### config.mk
export PLATFORM = sky130hd
export DESIGN_NAME = quadrature_correlation_demodulator
export DESIGN_NICKNAME = d
export VERILOG_FILES = /design/src/qcd_pkg.sv /design/src/qcd_mac.sv /design/src/qcd_decide.sv /design/src/quadrature_correlation_demodulator.sv
export SDC_FILE = /design/constraint.sdc
export NUM_CORES = 1
export LEC_CHECK = 0
export BUFFER_PORTS_ARGS = -buffer_cell sky130_fd_sc_hd__buf_2
export CAP_MARGIN = 20
export CORE_MARGIN = 8
export CORE_UTILIZATION = 55
export DETAILED_ROUTE_END_ITERATION = 10
export PLACE_DENSITY = 0.7
export SETUP_SLACK_MARGIN = 0.1
export SLEW_MARGIN = 10
export SYNTH_ARGS = -nofsm -noshare
export SYNTH_HDL_FRONTEND = slang
export SYNTH_SLANG_ARGS = --single-unit
### constraint.sdc
create_clock -name i_clk -period 21.7 [get_ports i_clk]
set_input_delay 2.17 -clock i_clk [delete_from_list [all_inputs] [get_ports i_clk]]
set_output_delay 2.17 -clock i_clk [all_outputs]
set_load 0.005 [all_outputs]
### src/qcd_pkg.sv
// shared types, constants and reference tables for the quadrature correlation demodulator
// no dependencies
package qcd_pkg;

    localparam int SPS_DEFAULT = 20;
    localparam int SPS_MIN     = 10;
    localparam int SPS_MAX     = 30;
    localparam int CARRIER_LEN = 10;

    localparam int SAMPLE_W = 16;
    localparam int COEF_W   = 11;
    localparam int PROD_W   = SAMPLE_W + COEF_W;
    localparam int ACC_W    = 32;
    localparam int INDEX_W  = 5;
    localparam int PHASE_W  = 4;
    localparam int COUNT_W  = 16;

    localparam logic [PHASE_W-1:0] PHASE_LAST = PHASE_W'(CARRIER_LEN - 1);
    localparam logic [COUNT_W-1:0] COUNT_MAX  = {COUNT_W{1'b1}};

    typedef logic signed [SAMPLE_W-1:0] t_sample;
    typedef logic signed [COEF_W-1:0]   t_coef;
    typedef logic signed [ACC_W-1:0]    t_acc;
    typedef logic [PHASE_W-1:0]         t_phase;
    typedef logic [COUNT_W-1:0]         t_count;

    typedef struct packed {
        logic   advance;
        logic   last;
        t_phase phase;
    } t_mac_ctl;

    function automatic t_coef cos_coef(input t_phase p);
        t_coef c;
        case (p)
            4'd0:    c = 11'sd1000;
            4'd1:    c = 11'sd809;
            4'd2:    c = 11'sd309;
            4'd3:    c = -11'sd309;
            4'd4:    c = -11'sd809;
            4'd5:    c = -11'sd1000;
            4'd6:    c = -11'sd809;
            4'd7:    c = -11'sd309;
            4'd8:    c = 11'sd309;
            4'd9:    c = 11'sd809;
            default: c = '0;
        endcase
        return c;
    endfunction

    function automatic t_coef sin_coef(input t_phase p);
        t_coef c;
        case (p)
            4'd0:    c = 11'sd0;
            4'd1:    c = 11'sd588;
            4'd2:    c = 11'sd951;
            4'd3:    c = 11'sd951;
            4'd4:    c = 11'sd588;
            4'd5:    c = 11'sd0;
            4'd6:    c = -11'sd588;
            4'd7:    c = -11'sd951;
            4'd8:    c = -11'sd951;
            4'd9:    c = -11'sd588;
            default: c = '0;
        endcase
        return c;
    endfunction

endpackage

### src/qcd_mac.sv
// cosine and sine multiply-accumulate with per-symbol clear
// depends on qcd_pkg
module qcd_mac import qcd_pkg::*; (
    input  logic     i_clk,
    input  logic     i_rst_n,
    input  t_mac_ctl i_ctl,
    input  t_sample  i_sample,
    output t_acc     o_sum_i,
    output t_acc     o_sum_q
);

    t_acc r_acc_i;
    t_acc r_acc_q;
    logic signed [PROD_W-1:0] prod_i;
    logic signed [PROD_W-1:0] prod_q;

    always_comb begin
        prod_i  = PROD_W'(i_sample) * PROD_W'(cos_coef(i_ctl.phase));
        prod_q  = PROD_W'(i_sample) * PROD_W'(sin_coef(i_ctl.phase));
        o_sum_i = r_acc_i + ACC_W'(prod_i);
        o_sum_q = r_acc_q + ACC_W'(prod_q);
    end

    always_ff @(posedge i_clk) begin
        if (!i_rst_n) begin
            r_acc_i <= '0;
            r_acc_q <= '0;
        end else if (i_ctl.advance) begin
            r_acc_i <= i_ctl.last ? '0 : o_sum_i;
            r_acc_q <= i_ctl.last ? '0 : o_sum_q;
        end
    end

endmodule

### src/qcd_decide.sv
// bit decision, error check and saturating error counter
// depends on qcd_pkg
module qcd_decide import qcd_pkg::*; (
    input  logic   i_clk,
    input  logic   i_rst_n,
    input  logic   i_update,
    input  t_acc   i_sum_i,
    input  t_acc   i_sum_q,
    input  logic   i_ref_bit,
    output logic   o_bit,
    output logic   o_error,
    output t_count o_total
);

    t_count r_count;

    always_comb begin
        if (i_sum_i > i_sum_q) begin
            o_bit = 1'b1;
        end else if (i_sum_i < i_sum_q) begin
            o_bit = 1'b0;
        end else begin
            o_bit = !(i_sum_i > 0);
        end
        o_error = o_bit != i_ref_bit;
        o_total = (o_error && r_count != COUNT_MAX) ? r_count + 1'b1 : r_count;
    end

    always_ff @(posedge i_clk) begin
        if (!i_rst_n) begin
            r_count <= '0;
        end else if (i_update) begin
            r_count <= o_total;
        end
    end

endmodule

### src/quadrature_correlation_demodulator.sv
// top level: input register, symbol position counters, mac, decision and result register
// depends on qcd_pkg, qcd_mac, qcd_decide
//
// usage
//   input channel: i_valid / o_stall carry one signed 16-bit sample and the
//   reference bit of its symbol; a transfer happens when i_valid is high and
//   o_stall is low. the reference bit matters only on the last sample of a symbol.
//   output channel: o_valid / i_stall carry one result per symbol of
//   SAMPLES_PER_SYMBOL samples: decided bit, error flag, running error total
//   and the final cosine and sine sums.
//   throughput: one sample per cycle while o_stall is low. samples go through an input register and
//   one multiply-accumulate step into the accumulators and the result register.
//   result: a symbol's result is loaded into the result register when its last
//   sample leaves the input register through the final multiply-accumulate step.
//   stall: a waiting result holds its outputs; samples keep flowing into the
//   accumulators, and o_stall rises only when the last sample of the following
//   symbol reaches the input register while the previous result is still held.
//   reset: synchronous, active low; clears the position counters, sums, error
//   total and both valid flags.
//
module quadrature_correlation_demodulator import qcd_pkg::*; #(
    parameter int SAMPLES_PER_SYMBOL = SPS_DEFAULT
) (
    input  logic                i_clk,
    input  logic                i_rst_n,
    input  logic                i_valid,
    output logic                o_stall,
    input  logic signed [15:0]  i_sample,
    input  logic                i_ref_bit,
    output logic                o_valid,
    input  logic                i_stall,
    output logic                o_decided_bit,
    output logic                o_bit_error,
    output logic [15:0]         o_error_total,
    output logic signed [31:0]  o_corr_i,
    output logic signed [31:0]  o_corr_q
);

    localparam logic [INDEX_W-1:0] INDEX_LAST = INDEX_W'(SAMPLES_PER_SYMBOL - 1);

    logic [INDEX_W-1:0] r_index;
    t_phase             r_phase;
    logic               r_s1_valid;
    logic               r_s1_last;
    t_phase             r_s1_phase;
    t_sample            r_s1_sample;
    logic               r_s1_ref;

    logic               r_o_valid;
    logic               r_o_bit;
    logic               r_o_err;
    t_count             r_o_total;
    t_acc               r_o_i;
    t_acc               r_o_q;

    logic               accept;
    logic               s1_move;
    logic               idx_last;
    t_mac_ctl           mac_ctl;
    t_acc               sum_i;
    t_acc               sum_q;
    logic               dec_bit;
    logic               dec_err;
    t_count             dec_total;

    always_comb begin
        s1_move          = r_s1_valid && !(r_s1_last && r_o_valid && i_stall);
        o_stall          = r_s1_valid && !s1_move;
        accept           = i_valid && !o_stall;
        idx_last         = r_index >= INDEX_LAST;
        mac_ctl.advance  = s1_move;
        mac_ctl.last     = r_s1_last;
        mac_ctl.phase    = r_s1_phase;
    end

    always_ff @(posedge i_clk) begin
        if (!i_rst_n) begin
            r_index    <= '0;
            r_phase    <= '0;
            r_s1_valid <= 1'b0;
        end else begin
            if (accept) begin
                r_index    <= idx_last ? '0 : r_index + 1'b1;
                r_phase    <= (idx_last || r_phase == PHASE_LAST) ? '0 : r_phase + 1'b1;
                r_s1_valid <= 1'b1;
            end else if (s1_move) begin
                r_s1_valid <= 1'b0;
            end
        end
    end

    always_ff @(posedge i_clk) begin
        if (accept) begin
            r_s1_last   <= idx_last;
            r_s1_phase  <= r_phase;
            r_s1_sample <= i_sample;
            r_s1_ref    <= i_ref_bit;
        end
    end

    qcd_mac u_mac (
        .i_clk    (i_clk),
        .i_rst_n  (i_rst_n),
        .i_ctl    (mac_ctl),
        .i_sample (r_s1_sample),
        .o_sum_i  (sum_i),
        .o_sum_q  (sum_q)
    );

    qcd_decide u_decide (
        .i_clk     (i_clk),
        .i_rst_n   (i_rst_n),
        .i_update  (s1_move && r_s1_last),
        .i_sum_i   (sum_i),
        .i_sum_q   (sum_q),
        .i_ref_bit (r_s1_ref),
        .o_bit     (dec_bit),
        .o_error   (dec_err),
        .o_total   (dec_total)
    );

    always_ff @(posedge i_clk) begin
        if (!i_rst_n) begin
            r_o_valid <= 1'b0;
        end else if (s1_move && r_s1_last) begin
            r_o_valid <= 1'b1;
        end else if (r_o_valid && !i_stall) begin
            r_o_valid <= 1'b0;
        end
    end

    always_ff @(posedge i_clk) begin
        if (s1_move && r_s1_last) begin
            r_o_bit   <= dec_bit;
            r_o_err   <= dec_err;
            r_o_total <= dec_total;
            r_o_i     <= sum_i;
            r_o_q     <= sum_q;
        end
    end

    assign o_valid       = r_o_valid;
    assign o_decided_bit = r_o_bit;
    assign o_bit_error   = r_o_err;
    assign o_error_total = r_o_total;
    assign o_corr_i      = r_o_i;
    assign o_corr_q      = r_o_q;

endmodule

# Word level (Yosys, flattened, before mapping)
# Memories as Yosys holds them, arrays and structs flattened. A register that Yosys moved wholly into a read port is not among the register bits.
# Cells that the tools add are included.
[totals] regBits=195 rom_bits=352 in_bits=21 output_inout_bits=84 elab_cells=61 memories=2
[classes] n_addsub=5 mul=2 magnitude_cmp=4 n_eq_ne=3 muxes=13 reduce_logical=16
[mem_list] name="(name not given)" words=16 width=11 read_ports=1 rd_clocked_by_memory_dff=1 wr=0 line_no="qcd_pkg.sv:35" source="case (p)"
[mem_list] name="(name not given)" words=16 width=11 read_ports=1 rd_clocked_by_memory_dff=1 wr=0 line_no="qcd_pkg.sv:53" source="case (p)"
[ops] operator="$add 32x27->32" count=2
[ops] operator="$mux 32" count=2
[ops] operator="$mul 16x11->27" count=2
[ops] operator="$gt 32x1->1 const B" count=1
[ops] operator="$gt 32x32->1" count=1
[ops] operator="$lt 32x32->1" count=1
[ops] operator="$add 16x1->16 const B" count=1
[ops] operator="$mux 16" count=1
[ops] operator="$ne 16x16->1 const B" count=1
[ops] operator="$mux 4" count=3
[ops] operator="$logic_and 1x1->1" count=8
[ops] operator="$mux 1" count=6
[ops] operator="$add 5x1->5 const B" count=1
[ops] operator="$ge 5x5->1 const B" count=1
[ops] operator="$logic_not 1->1" count=5
[ops] operator="$mux 5" count=1
[ops] operator="$add 4x1->4 const B" count=1
[ops] operator="$eq 4x4->1 const B" count=1
[ops] operator="$reduce_bool 2->1" count=2
[ops] operator="$logic_or 1x1->1" count=1
[ops] operator="$ne 1x1->1" count=1

# Logic depth before layout (Yosys ltp)
[logic_depth] word_depth=9 depth_mapped=37 ltp_nobuf=33

# Modules after synthesis
# From an unflattened synthesis, not the netlist that was laid out.
[unflattened] cells_unflattened=2632 hier_area_um2=24975.2
[modules_own_cells] module="qcd_mac" instances=1 cells_per_inst=2168 area_per_inst_um2=19049.5 seq_area_each_um2=1281.2
[modules_own_cells] module="quadrature_correlation_demodulator" instances=1 cells_per_inst=173 area_per_inst_um2=3706.1 seq_area_each_um2=3343.2
[modules_own_cells] module="qcd_decide" instances=1 cells_per_inst=291 area_per_inst_um2=2219.6 seq_area_each_um2=320.3

# Worst setup path after synthesis
# OpenSTA, ideal clock, no wires.
[synth_path] kind="reg2reg" startpoint="reg r_s1_sample[15]" endpoint="reg r_o_total[10], in the netlist o_error_total[10] (data pin)" setup_time_ps=262 t_arrival_ps=8128 required_ps=21438 slack_ps=13310 path_stages_with_launch=36 n_path_buf=4 synth_period_minus_slack_ps=8390 path_cell_list="edfxtp_1 -> clkbuf_1 -> and2_1 -> inv_1 -> fa_1 -> inv_1 -> ha_1 -> inv_1 -> fa_1 -> inv_1 -> fa_1 -> inv_1 -> fa_1 -> inv_1 -> ha_1 -> buf_2 -> and3_1 -> and2_1 -> or3b_4 -> and2_4 -> xnor2_1 -> ha_1 -> a21o_1 -> a21o_1 -> a21oi_1 -> nor2_1 -> o21a_1 -> a2111o_1 -> a311oi_1 -> o311a_1 -> nor3_2 -> xnor2_1 -> buf_4 -> buf_6 -> nor2_1 -> mux2_1"
[synth_between] elab_chain_cells=9 elab_cells_between_ends=13 cone_classes="add/sub (2); mul (2); order compare (3); eq/ne (1); mux (3); reduce/logical (2)"
[synth_lines] element="from (decl)" line_no="quadrature_correlation_demodulator.sv:46" source="t_sample r_s1_sample;"
[synth_lines] element="from (signal assigned)" line_no="quadrature_correlation_demodulator.sv:96" source="r_s1_sample <= i_sample;"
[synth_lines] element="$mul 16x11->27 *" line_no="qcd_mac.sv:18" source="prod_i = PROD_W'(i_sample) * PROD_W'(cos_coef(i_ctl.phase));"
[synth_lines] element="$add 32x27->32 *" line_no="qcd_mac.sv:20" source="o_sum_i = r_acc_i + ACC_W'(prod_i);"
[synth_lines] element="via sum_i[17]" line_no="quadrature_correlation_demodulator.sv:60" source="t_acc sum_i;"
[synth_lines] element="$gt 32x1->1" line_no="qcd_decide.sv:23" source="o_bit = !(i_sum_i > 0);"
[synth_lines] element="$logic_not 1->1" line_no="qcd_decide.sv:23"
[synth_lines] element="$mux 1" line_no="qcd_decide.sv:20" source="end else if (i_sum_i < i_sum_q) begin"
[synth_lines] element="$mux 1 *" line_no="qcd_decide.sv:18" source="if (i_sum_i > i_sum_q) begin"
[synth_lines] element="via dec_bit" line_no="quadrature_correlation_demodulator.sv:62" source="logic dec_bit;"
[synth_lines] element="$ne 1x1->1 *" line_no="qcd_decide.sv:25" source="o_error = o_bit != i_ref_bit;"
[synth_lines] element="$logic_and 1x1->1 *" line_no="qcd_decide.sv:26" source="o_total = (o_error && r_count != COUNT_MAX) ? r_count + 1'b1 : r_count;"
[synth_lines] element="$mux 16 *" line_no="qcd_decide.sv:26"
[synth_lines] element="via dec_total[10]" line_no="quadrature_correlation_demodulator.sv:64" source="t_count dec_total;"
[synth_lines] element="to (signal assigned)" line_no="quadrature_correlation_demodulator.sv:136" source="r_o_total <= dec_total;"
[synth_lines] element="to (decl)" line_no="quadrature_correlation_demodulator.sv:52" source="t_count r_o_total;"
# The timed path passes the listed nets; every way through them passes the cells marked *.
# A chain may end at the register's enable or synchronous reset.

# Worst setup path after layout
[layout_path] startpoint="reg r_s1_sample[15]" endpoint="reg r_o_total[1], in the netlist o_error_total[1] (data pin)"
[layout_between] elab_chain_cells=9 elab_cells_between_ends=13 cone_classes="add/sub (2); mul (2); order compare (3); eq/ne (1); mux (3); reduce/logical (2)"
[layout_lines] element="$mul 16x11->27" line_no="qcd_mac.sv:18"
[layout_lines] element="$add 32x27->32" line_no="qcd_mac.sv:20"
[layout_lines] element="$gt 32x1->1" line_no="qcd_decide.sv:23"
[layout_lines] element="$logic_not 1->1" line_no="qcd_decide.sv:23"
[layout_lines] element="$mux 1" line_no="qcd_decide.sv:20"
[layout_lines] element="$mux 1 *" line_no="qcd_decide.sv:18"
[layout_lines] element="via dec_bit" line_no="quadrature_correlation_demodulator.sv:62"
[layout_lines] element="$ne 1x1->1 *" line_no="qcd_decide.sv:25"
[layout_lines] element="$logic_and 1x1->1 *" line_no="qcd_decide.sv:26"
[layout_lines] element="$mux 16 *" line_no="qcd_decide.sv:26"
[layout_lines] element="via dec_total[1]" line_no="quadrature_correlation_demodulator.sv:64"
# Marks and branches as above.

==> flow_metrics.py <==
metrics = {
    "yosys": {
        "synth.avg_cell_area_um2": 9.58,
        "synth_cell_types": 78,
        "syn_nets": 3264,
        "async_flop_share": 0,
        "ys.flop_type": "dfxtp_1",
        "synth_edf_count": 104,
        "syn_inst": 2630,
        "seq_area_frac_synth": 0.209,
        "synth_area_um2": 25200,
        "yosys_warnings": 0,
        "ys_ff_latch": 211,
    },
    "worst_setup_path": {
        "cp_max_fo": 47,
        "crit_slowest_cell": "edfxtp_1",
        "crit_family": "adder cells",
        "cp_num_buf_inv": 5,
        "r2r_setup_slack_ns": 11.55,
        "critPathCaptureType": "flop",
        "worst_ep_arrival_time_ns": 10.46,
        "critical_path_class": "flop to flop",
        "worst_setup_path_start_kind": "flop",
        "cp_slowest_stage_delay_ns": 0.89,
        "rr_worst_depth": 32,
        "crit_required_ns": 22.01,
        "rr_startpoint": "r_s1_sample[15]$_DFFE_PP_",
        "r2r-end": "o_error_total[1]$_DFFE_PP_",
    },
    "sta": {
        "fin_skew_ns": 0.0170,
        "setup_tns_ns": 0,
        "fin_crit_sh": 0.468,
        "setup_viol": 0,
        "period_needed_ns": 10.15,
        "rsz0062_at_grt": "no",
        "hold_violations": 0,
        "slew_violations": 0,
        "fmax_mhz": 98.5,
        "slew_headroom": 0.246,
        "holdWs_ns": 0.465,
        "tightestPinTransition_ns": 1.12,
    },
    "die": {
        "initial_utilization": 0.556,
        "num_rows": 78,
        "die_area_um2": 52900,
        "pin_count": 105,
        "die_height_um": 230,
        "core_um2": 45300,
        "die_width_um": 230,
    },
    "worst_hold_path": {
        "hold_start": "u_mac.r_acc_i[1]$_SDFFE_PN0P_",
        "holdPathStages": 2,
        "hp-class": "flop to flop",
        "min_to": "u_mac.r_acc_i[1]$_SDFFE_PN0P_",
    },
    "routing": {
        "postRouteAntennaNets": 0,
        "wl_um": 62400,
        "first_iter_violations": 1458,
        "dr.pass1.iters": 6,
        "drcViolationCount": 0,
        "vias_per_cell": 5.49,
        "wl_per_cell_um": 18.8,
        "vias": 18217,
    },
    "job": {
        "maxCapViolCount": 0,
    },
    "clock_network": {
        "cts.repair.resized": 0,
        "cts_setup_buffers": 0,
        "cts_max_level": 1,
        "max-clock-path-buffers": 3,
        "insertion_delay_ns": 0.56,
        "tritoncts": "done",
        "numCtsBuffers": 26,
        "hold_buffers": 0,
        "cts-root-buf": "clkbuf_16",
        "clock-sinks": 211,
        "clk_pin_slew_ns": 0.06,
    },
    "grt": {
        "overflow": 0,
        "antenna_found_initial": 1,
        "grt_start_max_net_pins": 68,
        "grt_pass1_vias": 19254,
        "grt_pass1_wl_um": 102000,
        "grt_usage": 0.240,
    },
    "cells_and_area": {
        "diodes": 0,
        "design.final.nets": 3331,
        "drive_gt1_frac": 0.0703,
        "area_growth_pct": 8.32,
    },
    "placement": {
        "place.gp.congestion": 0.946,
        "hpwl_um": 50000,
        "io_buffers": 104,
    },
    "outcome": {
        "status": "complete, no violations",
    },
}
==> through the flow <==
stage	cell area [um2]	std cells	setup slack [ns]	utilization
6_report	27300	3317	11.55	0.602
3_3_place_gp	26300	3267	11.79	0.580
3_5_place_dp	26300	3267	11.59	0.580
4_1_cts	27200	3315	11.54	0.602
5_1_grt	27300	3317	11.02	0.602
2_1_floorplan	25200	2630	13.31	-
==> worst reg2reg max path, delay by kind of cell (launching register included) <==
family	cells	cell delay [ns]
adders and majority gates	6	2.88
buffers and inverters	5	0.70
AOI/OAI and AO/OA	6	1.24
muxes	1	0.34
DFF	1	0.89
and+or+nand+nor	10	2.85
xor gates and xnor gates	4	1.01
==> cells in the mapped netlist, drive strengths merged (18+ instances only) <==
library cell    n  area, um2
a21oi          87        435
nand3          34        170
ha            198       2480
or3            18        113
clkbuf         70        263
a21o           19        143
and2          110        691
nand2         234        878
nand4          21        131
fa            415       8310
inv           653       2450
dfxtp         107       2140
edfxtp        104       3120
a22oi          42        315
nor2b          79        494
xnor2          58        508
nor3           18       95.1
nor2           60        225
a21boi         30        229
xor2           26        228
o21ai          67        335
==> final cells by class <==
cell class                 count  area (um2)
clock buffer                  33         728
clock inverter                15         255
fill                        3905       18000
inverter                     654        2460
multi-input combinational   1686       17200
sequential                   211        5270
tap                          600         751
timing repair buffer         118         653
==> layer usage <==
layer / wire, um / vias up / GRT usage
met3: 4270 / 127 / 0.0422
met4: 2320 / 2 / 0.0833
met5: 12 / - / 0
li1: - / 8347 / -
met2: 30500 / 589 / 0.404
met1: 25300 / 9152 / 0.309
==> state kept, by name, indices dropped and copies added, names as in the netlist, named ones only <==
name              cells
u_decide.r_count     16
r_s1_last             1
o_corr_i             32
r_s1_phase            4
r_phase               4
u_mac.r_acc_q        32
u_mac.r_acc_i        32
o_corr_q             32
r_s1_sample          16
r_index               5
o_decided_bit         1
o_bit_error           1
r_s1_ref              1
o_valid               1
o_error_total        16
r_s1_valid            1
==> worst max path at each step <==
stage | startpoint | endpoint | slack, ns | depth (start not counted)
2_1_floorplan | r_s1_sample[15]$_DFFE_PP_ | o_error_total[10]$_DFFE_PP_ | 13.31 | 35
3_3_place_gp | r_s1_sample[15]$_DFFE_PP_ | o_error_total[1]$_DFFE_PP_ | 11.79 | 28
3_5_place_dp | r_s1_sample[15]$_DFFE_PP_ | o_error_total[1]$_DFFE_PP_ | 11.59 | 29
4_1_cts | r_s1_sample[15]$_DFFE_PP_ | o_error_total[1]$_DFFE_PP_ | 11.54 | 29
5_1_grt | r_s1_sample[15]$_DFFE_PP_ | o_error_total[1]$_DFFE_PP_ | 11.02 | 32
6_report | r_s1_sample[15]$_DFFE_PP_ | o_error_total[1]$_DFFE_PP_ | 11.55 | 32
==> layout by cell type (no fill, tap or decap), types with 5 or more instances in the layout <==
master,n
nand3_1,34
ha_1,198
a21boi_0,23
fa_1,415
buf_4,12
nor3_1,17
a31oi_1,8
or3_1,18
a22oi_1,42
nand4_1,21
o21a_1,8
o31ai_1,11
nand2_1,233
and2_1,109
o21bai_1,7
a21oi_1,87
clkbuf_16,27
nor4_1,9
nand2b_1,14
a211oi_1,8
mux2i_1,8
and3_1,12
inv_1,651
a21o_1,19
buf_2,104
a21boi_1,6
xor2_1,26
bufinv_16,6
edfxtp_1,104
dfxtp_1,107
nor3b_1,5
or4_1,9
xnor2_1,57
o21ai_0,66
nor2b_1,79
or2_2,5
nor2_1,59
o2111ai_1,5
==> cell families (layout without fill, tap and decap cells) <==
family,count (synthesis),count (layout),share of synthesized area
buffers and inverters,733,820,0.110
AND/OR/NAND/NOR,641,641,0.130
multiplexers,12,12,0.00497
flip-flops,211,211,0.209
AO/OA/AOI/OAI,335,335,0.0880
XOR/XNOR,85,85,0.0301
adder cells (fa/ha/maj),613,613,0.428
Power is left out: the tool's default activity adds up to more than one toggle a clock period on the data nets, which glitch-free logic cannot reach.
